**config.mk**
```make
export PLATFORM = sky130hd
export DESIGN_NAME = gas_flame_alarm_controller
export DESIGN_NICKNAME = d
export VERILOG_FILES = /design/src/gfa_pkg.sv /design/src/gfa_filter.sv /design/src/gas_flame_alarm_controller.sv
export SDC_FILE = /design/constraint.sdc
export NUM_CORES = 1
export LEC_CHECK = 0
export ABC_AREA = 0
export CORE_UTILIZATION = 45
export CTS_CLUSTER_SIZE = 10
export DETAILED_ROUTE_END_ITERATION = 7
export DONT_BUFFER_PORTS = 1
export SLEW_MARGIN = 20
export SYNTH_ARGS = -nofsm -noshare
export SYNTH_HDL_FRONTEND = slang
export SYNTH_SLANG_ARGS = --single-unit
```
**constraint.sdc**
```tcl
create_clock -name clk -period 18.3 [get_ports clk]
set_input_delay 0.915 -clock clk [delete_from_list [all_inputs] [get_ports clk]]
set_output_delay 0.915 -clock clk [all_outputs]
set_load 0.01 [all_outputs]
```
**src/gfa_pkg.sv**
```systemverilog
// Shared constants and codes for the gas and flame alarm controller.
`default_nettype none

package gfa_pkg;

    // Item kinds carried on the input tuser
    localparam logic [1:0] OP_TICK   = 2'd0;
    localparam logic [1:0] OP_SAMPLE = 2'd1;
    localparam logic [1:0] OP_RESET  = 2'd2;
    localparam logic [1:0] OP_TEST   = 2'd3;

    // Configuration port
    localparam int CFG_IDX_W  = 3;
    localparam int CFG_DATA_W = 16;

    localparam logic [CFG_IDX_W-1:0] REG_WARN_LEVEL     = 3'd0;
    localparam logic [CFG_IDX_W-1:0] REG_CRITICAL_LEVEL = 3'd1;
    localparam logic [CFG_IDX_W-1:0] REG_CLEAR_LEVEL    = 3'd2;
    localparam logic [CFG_IDX_W-1:0] REG_REPORT_DELTA   = 3'd3;
    localparam logic [CFG_IDX_W-1:0] REG_BUZZER_MUTE    = 3'd4;
    localparam logic [CFG_IDX_W-1:0] REG_AUTO_LAMP      = 3'd5;
    localparam logic [CFG_IDX_W-1:0] REG_TEST_DURATION  = 3'd6;

    // Field widths
    localparam int LEVEL_W = 12;
    localparam int DUR_W   = 16;
    localparam int TONE_W  = 12;
    localparam int TICK_W  = 10;
    localparam int STEP_W  = 5;
    localparam int HOUR_W  = 5;
    localparam int AVG_W   = 12;

    // Register reset values
    localparam logic [LEVEL_W-1:0] WARN_LEVEL_RST     = 12'd1500;
    localparam logic [LEVEL_W-1:0] CRITICAL_LEVEL_RST = 12'd2000;
    localparam logic [LEVEL_W-1:0] CLEAR_LEVEL_RST    = 12'd1000;
    localparam logic [LEVEL_W-1:0] REPORT_DELTA_RST   = 12'd50;
    localparam logic [DUR_W-1:0]   TEST_DURATION_RST  = 16'd8000;

    // Buzzer timing and tones
    localparam logic [TICK_W-1:0] TICK_SAT       = 10'd1023;
    localparam logic [TICK_W-1:0] SIREN_PERIOD   = 10'd100;
    localparam logic [TICK_W-1:0] BEEP_PERIOD    = 10'd500;
    localparam logic [STEP_W-1:0] SIREN_LAST     = 5'd19;
    localparam logic [TONE_W-1:0] SIREN_BASE_HZ  = 12'd1000;
    localparam logic [TONE_W-1:0] SIREN_STEP_HZ  = 12'd100;
    localparam logic [TONE_W-1:0] BEEP_HZ        = 12'd2000;
    localparam logic [TONE_W-1:0] SIREN_MAX_HZ   = 12'd2900;

    // Night window for the lamp
    localparam logic [HOUR_W-1:0] NIGHT_START = 5'd18;
    localparam logic [HOUR_W-1:0] NIGHT_END   = 5'd6;

    // Result word: 34 bits of fields padded to 40
    localparam int OUT_DATA_W = 40;

endpackage

`default_nettype wire

```
**src/gfa_filter.sv**
```systemverilog
// Moving average filter: sample ring, running sum and reciprocal divide.
`default_nettype none

module gfa_filter #(
    parameter int FILTER_DEPTH = 5,
    parameter int ADC_BITS     = 12
) (
    input  wire logic                clk,
    input  wire logic                rst_n,
    input  wire logic                push,
    input  wire logic [ADC_BITS-1:0] raw,
    output logic      [ADC_BITS-1:0] mean
);

    localparam int DEP_W  = $clog2(FILTER_DEPTH);
    localparam int IDX_W  = (FILTER_DEPTH > 1) ? DEP_W : 1;
    localparam int SUM_W  = ADC_BITS + DEP_W;
    localparam int SHIFT  = SUM_W + DEP_W;
    localparam int M_W    = SUM_W + 1;
    localparam int PROD_W = SUM_W + M_W;
    // ceil(2^SHIFT / depth): exact floor division for any sum below 2^SUM_W
    localparam longint unsigned RECIP_VAL =
        ((longint'(1) << SHIFT) + FILTER_DEPTH - 1) / FILTER_DEPTH;
    localparam logic [M_W-1:0]   RECIP    = M_W'(RECIP_VAL);
    localparam logic [IDX_W-1:0] LAST_IDX = IDX_W'(FILTER_DEPTH - 1);

    logic [ADC_BITS-1:0] ring_reg [FILTER_DEPTH];
    logic [IDX_W-1:0]    idx_reg;
    logic [IDX_W-1:0]    idx_next;
    logic [SUM_W-1:0]    sum_reg;
    logic [SUM_W-1:0]    sum_next;
    logic [ADC_BITS-1:0] mean_reg;
    logic [PROD_W-1:0]   prod;
    logic [ADC_BITS-1:0] mean_calc;

    // Running sum: drop the oldest entry, add the new reading
    always_comb
    begin
        sum_next  = sum_reg - SUM_W'(ring_reg[idx_reg]) + SUM_W'(raw);
        idx_next  = (idx_reg == LAST_IDX) ? '0 : idx_reg + 1'b1;
        prod      = PROD_W'(sum_next) * PROD_W'(RECIP);
        mean_calc = prod[SHIFT +: ADC_BITS];
        mean      = push ? mean_calc : mean_reg;
    end

    always_ff @(posedge clk or negedge rst_n)
    begin
        if (!rst_n)
        begin
            for (int i = 0; i < FILTER_DEPTH; i++)
            begin
                ring_reg[i] <= '0;
            end
            idx_reg  <= '0;
            sum_reg  <= '0;
            mean_reg <= '0;
        end
        else if (push)
        begin
            ring_reg[idx_reg] <= raw;
            idx_reg           <= idx_next;
            sum_reg           <= sum_next;
            mean_reg          <= mean_calc;
        end
    end

endmodule

`default_nettype wire

```
**src/gas_flame_alarm_controller.sv**
```systemverilog
// Top level of the gas and flame alarm controller.
//
//  channel   dir  handshake          payload
//  s_*       in   s_tvalid/s_tready  s_tuser: opcode; s_tdata: gas_raw, flame_seen,
//                                     hour, hour_valid
//  m_*       out  m_tvalid/m_tready  m_tdata: result fields, one per input item
//  cfg_*     in   cfg_we             cfg_index, cfg_data
//
// One item per cycle sustained while m_tready is high; each item passes the input
// register, then the result register. The filter divide is a single constant
// multiply on the running sum between those registers.
// Reset clears all alarm state, the sample ring and config to defaults.
// With m_tready low the result holds and the input register still takes one
// more transaction before s_tready drops.
`default_nettype none

module gas_flame_alarm_controller
    import gfa_pkg::*;
#(
    parameter int FILTER_DEPTH = 5,
    parameter int ADC_BITS     = 12
) (
    input  wire logic                  clk,
    input  wire logic                  rst_n,
    // Input items
    input  wire logic                  s_tvalid,
    output logic                       s_tready,
    // opcode[1:0]
    input  wire logic [1:0]            s_tuser,
    // gas_raw, flame_seen, hour[4:0], hour_valid; zero padded to bytes
    input  wire logic [(ADC_BITS + 14) / 8 * 8 - 1:0] s_tdata,
    // Results
    output logic                       m_tvalid,
    input  wire logic                  m_tready,
    // tone_hz[11:0], buzzer_on, stop_relay_on, lamp_on, gas_warning,
    // crit_alarm, flame_alarm, gas_alert_event, fire_alert_event,
    // gas_average[11:0], report_gas, reset_accepted; zero padded
    output logic [OUT_DATA_W-1:0]      m_tdata,
    // Configuration writes
    input  wire logic                  cfg_we,
    input  wire logic [CFG_IDX_W-1:0]  cfg_index,
    input  wire logic [CFG_DATA_W-1:0] cfg_data
);

    localparam int CMP_W     = (ADC_BITS > LEVEL_W) ? ADC_BITS : LEVEL_W;

    // Configuration registers
    logic [LEVEL_W-1:0] warn_level_reg;
    logic [LEVEL_W-1:0] critical_level_reg;
    logic [LEVEL_W-1:0] clear_level_reg;
    logic [LEVEL_W-1:0] report_delta_reg;
    logic               buzzer_mute_reg;
    logic               auto_lamp_reg;
    logic [DUR_W-1:0]   test_duration_reg;

    // Input register
    logic                in_vld_reg;
    logic [1:0]          in_op_reg;
    logic [ADC_BITS-1:0] in_raw_reg;
    logic                in_flame_reg;
    logic [HOUR_W-1:0]   in_hour_reg;
    logic                in_hv_reg;

    // Alarm state
    logic warn_reg, warn_next;
    logic crit_reg, crit_next;
    logic flame_reg, flame_next;
    logic gas_sent_reg, gas_sent_next;
    logic fire_sent_reg, fire_sent_next;
    logic stop_reg, stop_next;
    logic lamp_reg, lamp_next;
    logic [STEP_W-1:0]   step_reg, step_next;
    logic [TICK_W-1:0]   ticks_reg, ticks_next;
    logic [TONE_W-1:0]   tone_reg, tone_next;
    logic [DUR_W-1:0]    test_rem_reg, test_rem_next;
    logic [ADC_BITS-1:0] last_rep_reg, last_rep_next;
    logic                rep_valid_reg, rep_valid_next;

    // Result register
    logic                  out_vld_reg;
    logic [OUT_DATA_W-1:0] out_data_reg;
    logic [OUT_DATA_W-1:0] out_data_next;

    logic                in_take;
    logic                advance;
    logic                push;
    logic [ADC_BITS-1:0] mean;
    logic                gas_ev;
    logic                fire_ev;
    logic                report;
    logic                accepted;
    logic [TICK_W-1:0]   ticks_inc;
    logic [STEP_W-1:0]   step_siren;
    logic [STEP_W-1:0]   step_beep;
    logic [CMP_W-1:0]    avg_ext;
    logic [ADC_BITS-1:0] rep_diff;
    logic                is_night;

    // Handshake: the input stage empties whenever the result stage can load
    assign advance  = in_vld_reg && (!out_vld_reg || m_tready);
    assign s_tready = !in_vld_reg || !out_vld_reg || m_tready;
    assign in_take  = s_tvalid && s_tready;
    assign push     = advance && (in_op_reg == OP_SAMPLE || in_op_reg == OP_RESET);

    gfa_filter #(
        .FILTER_DEPTH (FILTER_DEPTH),
        .ADC_BITS     (ADC_BITS)
    ) u_filter (
        .clk   (clk),
        .rst_n (rst_n),
        .push  (push),
        .raw   (in_raw_reg),
        .mean  (mean)
    );

    // Configuration write decode
    always_ff @(posedge clk or negedge rst_n)
    begin
        if (!rst_n)
        begin
            warn_level_reg     <= WARN_LEVEL_RST;
            critical_level_reg <= CRITICAL_LEVEL_RST;
            clear_level_reg    <= CLEAR_LEVEL_RST;
            report_delta_reg   <= REPORT_DELTA_RST;
            buzzer_mute_reg    <= 1'b0;
            auto_lamp_reg      <= 1'b1;
            test_duration_reg  <= TEST_DURATION_RST;
        end
        else if (cfg_we)
        begin
            unique case (cfg_index)
                REG_WARN_LEVEL:     warn_level_reg     <= cfg_data[LEVEL_W-1:0];
                REG_CRITICAL_LEVEL: critical_level_reg <= cfg_data[LEVEL_W-1:0];
                REG_CLEAR_LEVEL:    clear_level_reg    <= cfg_data[LEVEL_W-1:0];
                REG_REPORT_DELTA:   report_delta_reg   <= cfg_data[LEVEL_W-1:0];
                REG_BUZZER_MUTE:    buzzer_mute_reg    <= cfg_data[0];
                REG_AUTO_LAMP:      auto_lamp_reg      <= cfg_data[0];
                REG_TEST_DURATION:  test_duration_reg  <= cfg_data[DUR_W-1:0];
                default:            ;
            endcase
        end
    end

    // Input register
    always_ff @(posedge clk or negedge rst_n)
    begin
        if (!rst_n)
        begin
            in_vld_reg <= 1'b0;
        end
        else if (in_take)
        begin
            in_vld_reg <= 1'b1;
        end
        else if (advance)
        begin
            in_vld_reg <= 1'b0;
        end
    end

    always_ff @(posedge clk)
    begin
        if (in_take)
        begin
            in_op_reg    <= s_tuser;
            in_raw_reg   <= s_tdata[ADC_BITS-1:0];
            in_flame_reg <= s_tdata[ADC_BITS];
            in_hour_reg  <= s_tdata[ADC_BITS+1 +: HOUR_W];
            in_hv_reg    <= s_tdata[ADC_BITS+1+HOUR_W];
        end
    end

    // Item processing
    always_comb
    begin
        warn_next      = warn_reg;
        crit_next      = crit_reg;
        flame_next     = flame_reg;
        gas_sent_next  = gas_sent_reg;
        fire_sent_next = fire_sent_reg;
        stop_next      = stop_reg;
        lamp_next      = lamp_reg;
        step_next      = step_reg;
        ticks_next     = ticks_reg;
        tone_next      = tone_reg;
        test_rem_next  = test_rem_reg;
        last_rep_next  = last_rep_reg;
        rep_valid_next = rep_valid_reg;
        gas_ev         = 1'b0;
        fire_ev        = 1'b0;
        report         = 1'b0;
        accepted       = 1'b0;

        ticks_inc  = (ticks_reg < TICK_SAT) ? ticks_reg + 1'b1 : ticks_reg;
        step_siren = (step_reg >= SIREN_LAST) ? '0 : step_reg + 1'b1;
        step_beep  = (step_reg != '0) ? '0 : STEP_W'(1);
        avg_ext    = CMP_W'(mean);
        rep_diff   = (mean > last_rep_reg) ? mean - last_rep_reg : last_rep_reg - mean;
        is_night   = (in_hour_reg >= NIGHT_START) || (in_hour_reg < NIGHT_END);

        if (advance)
        begin
            unique case (in_op_reg)
                OP_TICK:
                begin
                    ticks_next = ticks_inc;
                    if (buzzer_mute_reg)
                    begin
                        tone_next = '0;
                    end
                    else if (crit_reg || flame_reg || test_rem_reg != '0)
                    begin
                        if (ticks_inc >= SIREN_PERIOD)
                        begin
                            ticks_next = '0;
                            step_next  = step_siren;
                            tone_next  = SIREN_BASE_HZ + TONE_W'(step_siren) * SIREN_STEP_HZ;
                        end
                    end
                    else if (warn_reg)
                    begin
                        if (ticks_inc >= BEEP_PERIOD)
                        begin
                            ticks_next = '0;
                            step_next  = step_beep;
                            tone_next  = (step_beep != '0) ? BEEP_HZ : '0;
                        end
                    end
                    else
                    begin
                        tone_next = '0;
                    end
                    if (test_rem_reg != '0)
                    begin
                        test_rem_next = test_rem_reg - 1'b1;
                    end
                end
                OP_SAMPLE:
                begin
                    warn_next = (avg_ext > CMP_W'(warn_level_reg)) &&
                                (avg_ext <= CMP_W'(critical_level_reg));
                    crit_next = avg_ext > CMP_W'(critical_level_reg);
                    // Gas band: relay and one-shot event
                    if (crit_next)
                    begin
                        stop_next = 1'b1;
                        if (!gas_sent_reg)
                        begin
                            gas_ev        = 1'b1;
                            gas_sent_next = 1'b1;
                        end
                    end
                    else
                    begin
                        gas_sent_next = 1'b0;
                        if (!flame_reg)
                        begin
                            stop_next = 1'b0;
                        end
                    end
                    // Flame
                    if (in_flame_reg)
                    begin
                        flame_next = 1'b1;
                        stop_next  = 1'b1;
                        lamp_next  = 1'b1;
                        if (!fire_sent_reg)
                        begin
                            fire_ev        = 1'b1;
                            fire_sent_next = 1'b1;
                        end
                    end
                    else
                    begin
                        flame_next     = 1'b0;
                        fire_sent_next = 1'b0;
                    end
                    // Lamp by hour of day
                    if (in_hv_reg && auto_lamp_reg)
                    begin
                        lamp_next = is_night;
                    end
                    // Report when the average moved beyond the delta
                    if (!rep_valid_reg || CMP_W'(rep_diff) > CMP_W'(report_delta_reg))
                    begin
                        report         = 1'b1;
                        last_rep_next  = mean;
                        rep_valid_next = 1'b1;
                    end
                end
                OP_RESET:
                begin
                    if (!in_flame_reg && avg_ext < CMP_W'(clear_level_reg))
                    begin
                        warn_next  = 1'b0;
                        crit_next  = 1'b0;
                        flame_next = 1'b0;
                        stop_next  = 1'b0;
                        tone_next  = '0;
                        accepted   = 1'b1;
                    end
                end
                OP_TEST:
                begin
                    test_rem_next = test_duration_reg;
                end
            endcase
        end

        out_data_next = {6'b0, accepted, report, AVG_W'(mean), fire_ev, gas_ev,
                         flame_next, crit_next, warn_next, lamp_next, stop_next,
                         tone_next != '0, tone_next};
    end

    // Alarm state registers
    always_ff @(posedge clk or negedge rst_n)
    begin
        if (!rst_n)
        begin
            warn_reg      <= 1'b0;
            crit_reg      <= 1'b0;
            flame_reg     <= 1'b0;
            gas_sent_reg  <= 1'b0;
            fire_sent_reg <= 1'b0;
            stop_reg      <= 1'b0;
            lamp_reg      <= 1'b0;
            step_reg      <= '0;
            ticks_reg     <= '0;
            tone_reg      <= '0;
            test_rem_reg  <= '0;
            last_rep_reg  <= '0;
            rep_valid_reg <= 1'b0;
        end
        else
        begin
            warn_reg      <= warn_next;
            crit_reg      <= crit_next;
            flame_reg     <= flame_next;
            gas_sent_reg  <= gas_sent_next;
            fire_sent_reg <= fire_sent_next;
            stop_reg      <= stop_next;
            lamp_reg      <= lamp_next;
            step_reg      <= step_next;
            ticks_reg     <= ticks_next;
            tone_reg      <= tone_next;
            test_rem_reg  <= test_rem_next;
            last_rep_reg  <= last_rep_next;
            rep_valid_reg <= rep_valid_next;
        end
    end

    // Result register
    always_ff @(posedge clk or negedge rst_n)
    begin
        if (!rst_n)
        begin
            out_vld_reg <= 1'b0;
        end
        else if (advance)
        begin
            out_vld_reg <= 1'b1;
        end
        else if (m_tready)
        begin
            out_vld_reg <= 1'b0;
        end
    end

    always_ff @(posedge clk)
    begin
        if (advance)
        begin
            out_data_reg <= out_data_next;
        end
    end

    assign m_tvalid = out_vld_reg;
    assign m_tdata  = out_data_reg;

`ifndef SYNTHESIS
    // Siren step never leaves its 20-step range
    a_step_range: assert property (@(posedge clk) disable iff (!rst_n)
        step_reg <= SIREN_LAST)
        else $error("siren step out of range");

    // Tone is silent, the beep, or a siren step
    a_tone_range: assert property (@(posedge clk) disable iff (!rst_n)
        tone_reg == '0 || (tone_reg >= SIREN_BASE_HZ && tone_reg <= SIREN_MAX_HZ))
        else $error("tone out of range");

    // Any active gas-critical or flame alarm holds the stop relay
    a_stop_relay: assert property (@(posedge clk) disable iff (!rst_n)
        (crit_reg || flame_reg) |-> stop_reg)
        else $error("alarm active with stop relay released");

    // Warning and critical bands are exclusive
    a_bands: assert property (@(posedge clk) disable iff (!rst_n)
        !(warn_reg && crit_reg))
        else $error("warning and critical both set");

    // An alert event goes out only with its alarm set in the same result
    a_events: assert property (@(posedge clk) disable iff (!rst_n)
        advance |=> (!m_tdata[18] || m_tdata[16]) && (!m_tdata[19] || m_tdata[17]))
        else $error("alert event without its alarm");
`endif

endmodule

`default_nettype wire

```
---- Yosys cells after proc, flatten, opt, wreduce, memory -nomap -nowiden ----
Index checks and enable logic that the tools add are counted.
storage, ports and cells
  flip-flop bits (word level) ............. 276
  input bits .............................. 50
  output and inout bits ................... 42
  word-level logic and storage cells ...... 184
cells by class
  add/sub/neg operators ................... 9
  multiply operators ...................... 2
  magnitude comparators ................... 14
  equality and inequality tests ........... 12
  multiplexer cells ....................... 61
  bitwise logic cells ..................... 2
  reduce and logical (&&, ||, !) cells .... 44
operator list
  operator                                                                count
  12-bit two-way mux                                                      12
  60-bit bitwise mux                                                      1
  10-bit two-way mux                                                      6
  12-bit greater-than comparator                                          4
  12-bit binary-select mux with 3-bit select                              1
  12-bit demux with 3-bit select                                          1
  16-bit case mux with 2 select lines                                     1
  15-bit by 16-bit multiplier with 30-bit output (second input constant)  1
  1-bit two-way mux                                                       26
  5-bit two-way mux                                                       5
  12-bit case mux with 2 select lines                                     1
  12-bit subtractor                                                       2
  2-bit AND reduction                                                     11
  16-bit two-way mux                                                      1
  16-bit nonzero test                                                     1
  16-bit by 1-bit subtractor with 16-bit output (second input constant)   1
  15-bit by 12-bit adder with 15-bit output                               1
  15-bit by 12-bit subtractor with 15-bit output                          1
  10-bit by 12-bit adder with 12-bit output (first input constant)        1
  3-bit == test (second input constant)                                   4
  12-bit <= comparator                                                    1
  12-bit < comparator                                                     1
  12-bit nonzero test                                                     1
  11-bit two-way mux                                                      1
  other kinds (30)                                                        58

---- Longest topological paths before layout ----
  depth after elaboration ................. 14
  depth in mapped cells ................... 62
  gate-level depth less buffers ........... 57

---- Cells and area by module ----
Synthesis repeated with hierarchy kept, for this count alone.
unflattened totals
  cell total of the unflattened synthesis .. 1,881
  area total of the unflattened synthesis .. 19,276.0 um2
modules (own cells, without submodules)
  module                      instances  cells an instance  area each (um2)  seq. area each (um2)
  gas_flame_alarm_controller  1          1,023              10,600.2         4,936.0
  gfa_filter                  1          858                8,675.8          2,252.2

---- Least setup slack after synthesis ----
OpenSTA, ideal clock, no wires.
  path kind ............................... reg2reg
  start point ............................. register u_filter.idx_reg[1]
  end point ............................... register last_rep_reg[4]
  library setup time ...................... 0.125 ns
  data arrival time ....................... 13.271 ns
  data required time ...................... 18.175 ns
  setup slack ............................. 4.904 ns
  cell stages (with the launch flop) ...... 55
  path buffers ............................ 4
  path through ............................ dfrtp_1 > clkbuf_1 > buf_1 > mux2i_1 > nor2_1 > a21oi_1 > o22ai_1 > fa_1 > inv_1 > ha_1 > a211oi_1 > o21ai_0 > a221oi_1 > o21ai_0 > a21o_1 > xor2_1 > inv_1 > xnor2_1 > [... 19 more ...] > or3_1 > and2_0 > nor2_1 > nor3_1 > o41ai_1 > a21oi_1 > mux2i_1 > nor2_1 > ha_1 > nand4_1 > or2_2 > o221ai_1 > o21ai_0 > and2_1 > or2_2 > clkbuf_1 > inv_1 > mux2_2
on the way
  cells in the longest elaborated chain, start to end .. 13
  elaborated cells on any way between the ends .. 15
  classes of those cells .................. 4 x add/sub; 1 x mul; 2 x order compare; 5 x mux; 1 x bitwise; 2 x reduce/logical
RTL lines
  element                                                              line                               text
  start: declaration                                                   gfa_filter.sv:28                   logic [IDX_W-1:0] idx_reg;
  start signal: assignment                                             gfa_filter.sv:61                   idx_reg <= idx_next;
  3-bit NOT with 4-bit output (implied by the code) (*)                gfa_filter.sv:39                   sum_next = sum_reg - SUM_W'(ring_reg[idx_reg]) + SUM_W'(raw);
  12-bit binary-select mux with 3-bit select (*)                       gfa_filter.sv:39
  12-bit two-way mux (implied by the code) (*) (2 in series)           gfa_filter.sv:39
  15-bit by 12-bit subtractor with 15-bit output (*)                   gfa_filter.sv:39
  15-bit by 12-bit adder with 15-bit output (*)                        gfa_filter.sv:39
  net u_filter.sum_next[13]                                            gfa_filter.sv:31                   logic [SUM_W-1:0] sum_next;
  15-bit by 16-bit multiplier with 30-bit output (*)                   gfa_filter.sv:41                   prod = PROD_W'(sum_next) * PROD_W'(RECIP);
  12-bit two-way mux (*)                                               gfa_filter.sv:43                   mean = push ? mean_calc : mean_reg;
  net avg_ext[4]                                                       gas_flame_alarm_controller.sv:95   logic [CMP_W-1:0] avg_ext;
  12-bit subtractor or 12-bit greater-than comparator (tied branches)  gas_flame_alarm_controller.sv:198  rep_diff = (mean > last_rep_reg) ? mean - last_rep_reg : last_rep_reg - mean;
  12-bit two-way mux                                                   gas_flame_alarm_controller.sv:198
  12-bit greater-than comparator                                       gas_flame_alarm_controller.sv:284  if (!rep_valid_reg || CMP_W'(rep_diff) > CMP_W'(report_delta_reg))
  1-bit logical OR                                                     gas_flame_alarm_controller.sv:284
  3-bit AND reduction (no line)                                        -
  end signal: assignment                                               gas_flame_alarm_controller.sv:347  last_rep_reg <= last_rep_next;
  end: declaration                                                     gas_flame_alarm_controller.sv:76   logic [ADC_BITS-1:0] last_rep_reg, last_rep_next;
Mark *: on every way through the listed nets, which the timed path passes. The rest lies on a longest branch. The select of a mux whose other input is x is not followed.
A chain may end at the register's enable or synchronous reset.

---- Worst setup path in the final report ----
  start point ............................. register u_filter.idx_reg[2]
  end point ............................... register last_rep_reg[4]
on the way
  cells in the longest elaborated chain, start to end .. 13
  elaborated cells on any way between the ends .. 15
  classes of those cells .................. 4 x add/sub; 1 x mul; 2 x order compare; 5 x mux; 1 x bitwise; 2 x reduce/logical
RTL lines
  element                                                              line
  3-bit NOT with 4-bit output (implied by the code) (*)                gfa_filter.sv:39
  12-bit binary-select mux with 3-bit select (*)                       gfa_filter.sv:39
  12-bit two-way mux (implied by the code) (*) (2 in series)           gfa_filter.sv:39
  15-bit by 12-bit subtractor with 15-bit output (*)                   gfa_filter.sv:39
  15-bit by 12-bit adder with 15-bit output (*)                        gfa_filter.sv:39
  net u_filter.sum_next[13]                                            gfa_filter.sv:31
  15-bit by 16-bit multiplier with 30-bit output (*)                   gfa_filter.sv:41
  12-bit two-way mux (*)                                               gfa_filter.sv:43
  net avg_ext[8]                                                       gas_flame_alarm_controller.sv:95
  12-bit subtractor or 12-bit greater-than comparator (tied branches)  gas_flame_alarm_controller.sv:198
  12-bit two-way mux (*)                                               gas_flame_alarm_controller.sv:198
  12-bit greater-than comparator (*)                                   gas_flame_alarm_controller.sv:284
  1-bit logical OR (*)                                                 gas_flame_alarm_controller.sv:284
  3-bit AND reduction (no line) (*)                                    -
Marked as above.

==> impl_metrics.toml <==
[layout]
drive_gt1_share_pct = 10.75
area_growth_pct = 8.894
antenna_cells = 0
mostFrequentLayoutCells = "inv_1 (253), ha_1 (215), dfrtp_1 (192), o21ai_0 (171), nand2_1 (153)"
num-nets-final = 2230
fin_util_pct = 50.23
largest_reg_flops = 60
layout_commonest_cell = "inv_1"

[critical_path]
cp.required_ns = 18.71
path_delay_family = "compound AO/OA/AOI/OAI gates"
critPathKind = "reg2reg"
crit_fanout = 29
critical_path_buf_inv_count = 7
slowest_delay_ns = 0.92
start_kind = "register"
critPathCaptureType = "register"
arrival_ns = 16.25
crit_path_top_delay_cell = "dfrtp_1"

[synth]
synth-simple-area-share_pct = 11.47
synth.top_cell.area_share_pct = 25.28
synth_fa_ha_area_share_pct = 21.84
synth_top_family_by_area = "adder cells"
synth_xor_area_share_pct = 2.535
synth_area_per_cell_um2 = 10.02
synth-main-ff-cell = "dfrtp_1"
synthArstFlopShare_pct = 80.36
ys_seq_elements = 275
synth.distinct_cells = 88
ys_seq_area_share_pct = 37.82
synth_area_leaders = "dfrtp_1 (25%), ha_1 (14%), edfxtp_1 (8.5%), fa_1 (7.7%), inv_1 (5.0%)"
synthMuxAreaShare_pct = 6.307
synth_compound_area_share_pct = 13.42
synth_area_mm2 = 0.01900
yosys_warnings = 0
synth_edf_count = 54
synth_top_cell_by_area = "dfrtp_1"
synth_cells = 1896

[die]
dieArea_mm2 = 0.04306
initial_core_util_pct = 46.13
dieWidth_um = 207.5
ios = 92
row_count = 74
coreArea_mm2 = 0.04120
die_h_um = 207.5

[timing]
hold_viol = 0
setup_violations = 0
period_share_pct = 86.53
finalSetupTns_ns = 0
period_needed_ns = 15.83
skew_ns = 0.02128
rsz0062_at_grt = "false"
max_slew_margin_pct = 32.02
worstMarginPinSlew_ns = 1.020
finalMaxSlewViolations = 0
fmax_mhz = 63.15

[placed_design]
portBuffers = 0
dp_hpwl_mm = 32.57
gp_congestion = 0.8746

[detailed_routing]
drt_wl_total_mm = 44.80
vias = 13437
drcViolationCount = 0
drt_iter0_drc = 904
ant_nets = 0
first_pass_iters = 5
routed_via_density = 5.487
wl_per_cell_um = 18.29

[global_routing]
grt_usage_pct = 21.17
grt_max_degree = 222
grt_remaining_overflow = 0
grt_first_pass_wirelength_mm = 72.36
grt_pass1_vias = 13283
antenna_found_initial = 1

[clocking]
clock_sinks = 275
clkSlewWorstSetupHoldPaths_ns = 0.06
clock_path_buffers = 3
root_buffer = "clkbuf_16"
clk_latency_ns = 0.55
cts_hold_buf = 0
cts.repair.resized = 0
post_cts.repair.setup_buffers = 0
htreeDepth = 2
cts-buffers-inserted = 35
cts_tree = "built"

[worst_hold_path]
hold_path.class = "in2async"

[flow_run]
drv_cap = 0

[outcome]
status = "completed"
kinds of logic (layout without fill, tap and decap cells):
group,Yosys count,count (layout)
compound gates,414,414
xor+xnor,55,55
fa+ha+maj,288,288
buf+inv,320,336
flops,275,275
mux,104,104
other cells,1,6
simple gates,439,439
cell usage after synthesis (23+ instances only):
cell type / number
inv_1: 253
ha_1: 215
dfrtp_1: 192
o21ai_0: 171
nand2_1: 153
nor2_1: 83
mux2_2: 76
a21oi_1: 75
fa_1: 73
edfxtp_1: 54
clkbuf_1: 50
xnor2_1: 35
a21o_1: 31
nor3_1: 31
dfstp_2: 29
nand3_1: 27
nand4_1: 26
mux2i_1: 23
final timing paths:
path | cells past startpoint | startpoint | endpoint | slack (ns)
min in group clk | 0 | s_tdata[12] | in_flame_reg$_DFFE_PP_ | 0.46
worst max-delay path | 51 | u_filter.idx_reg[2]$_DFFE_PN0P_ | last_rep_reg[4]$_DFFE_PN0P_ | 2.47
max in group asynchronous | 0 | rst_n | u_filter.sum_reg[6]$_DFFE_PN0P_ | 17.63
worst min register to register | 1 | rep_valid_reg$_DFFE_PN0P_ | rep_valid_reg$_DFFE_PN0P_ | 0.46
worst min-delay path | 0 | rst_n | critical_level_reg[3]$_DFFE_PN0P_ | 0.07
worst max register to register | 51 | u_filter.idx_reg[2]$_DFFE_PN0P_ | last_rep_reg[4]$_DFFE_PN0P_ | 2.47
stage by stage:
step	instance area, um2	instances	setup slack [ns]	hold slack [ns]
3_5_place_dp	19580	2387	2.483	0.4554
4_1_cts	20690	2449	2.415	0.04126
2_1_floorplan	19020	1901	4.904	0.4252
6_report	20690	2449	2.465	0.07372
5_1_grt	20690	2449	1.274	0.04039
3_3_place_gp	19580	2387	2.528	0.4525
per-layer routing:
metal,up-vias,track usage (%),share of wire (%)
met3,54,3.782,4.7
met1,6537,30.96,49
li1,6577,-,-
met2,269,32.23,44
met4,0,5.584,2.1
met5,-,0,0
final cells by class:
class	instances	area [um2]
flip-flops and latches	275	7188
clock buffers	57	1021
fillers	3722	20510
inverters	254	953.4
well taps	532	665.6
clock inverters	5	92.59
repair buffers	20	150.1
multi-input cells	1306	10620
Power is left out: the tool's default activity adds up to more than one toggle a clock period on the data nets, which glitch-free logic cannot reach.
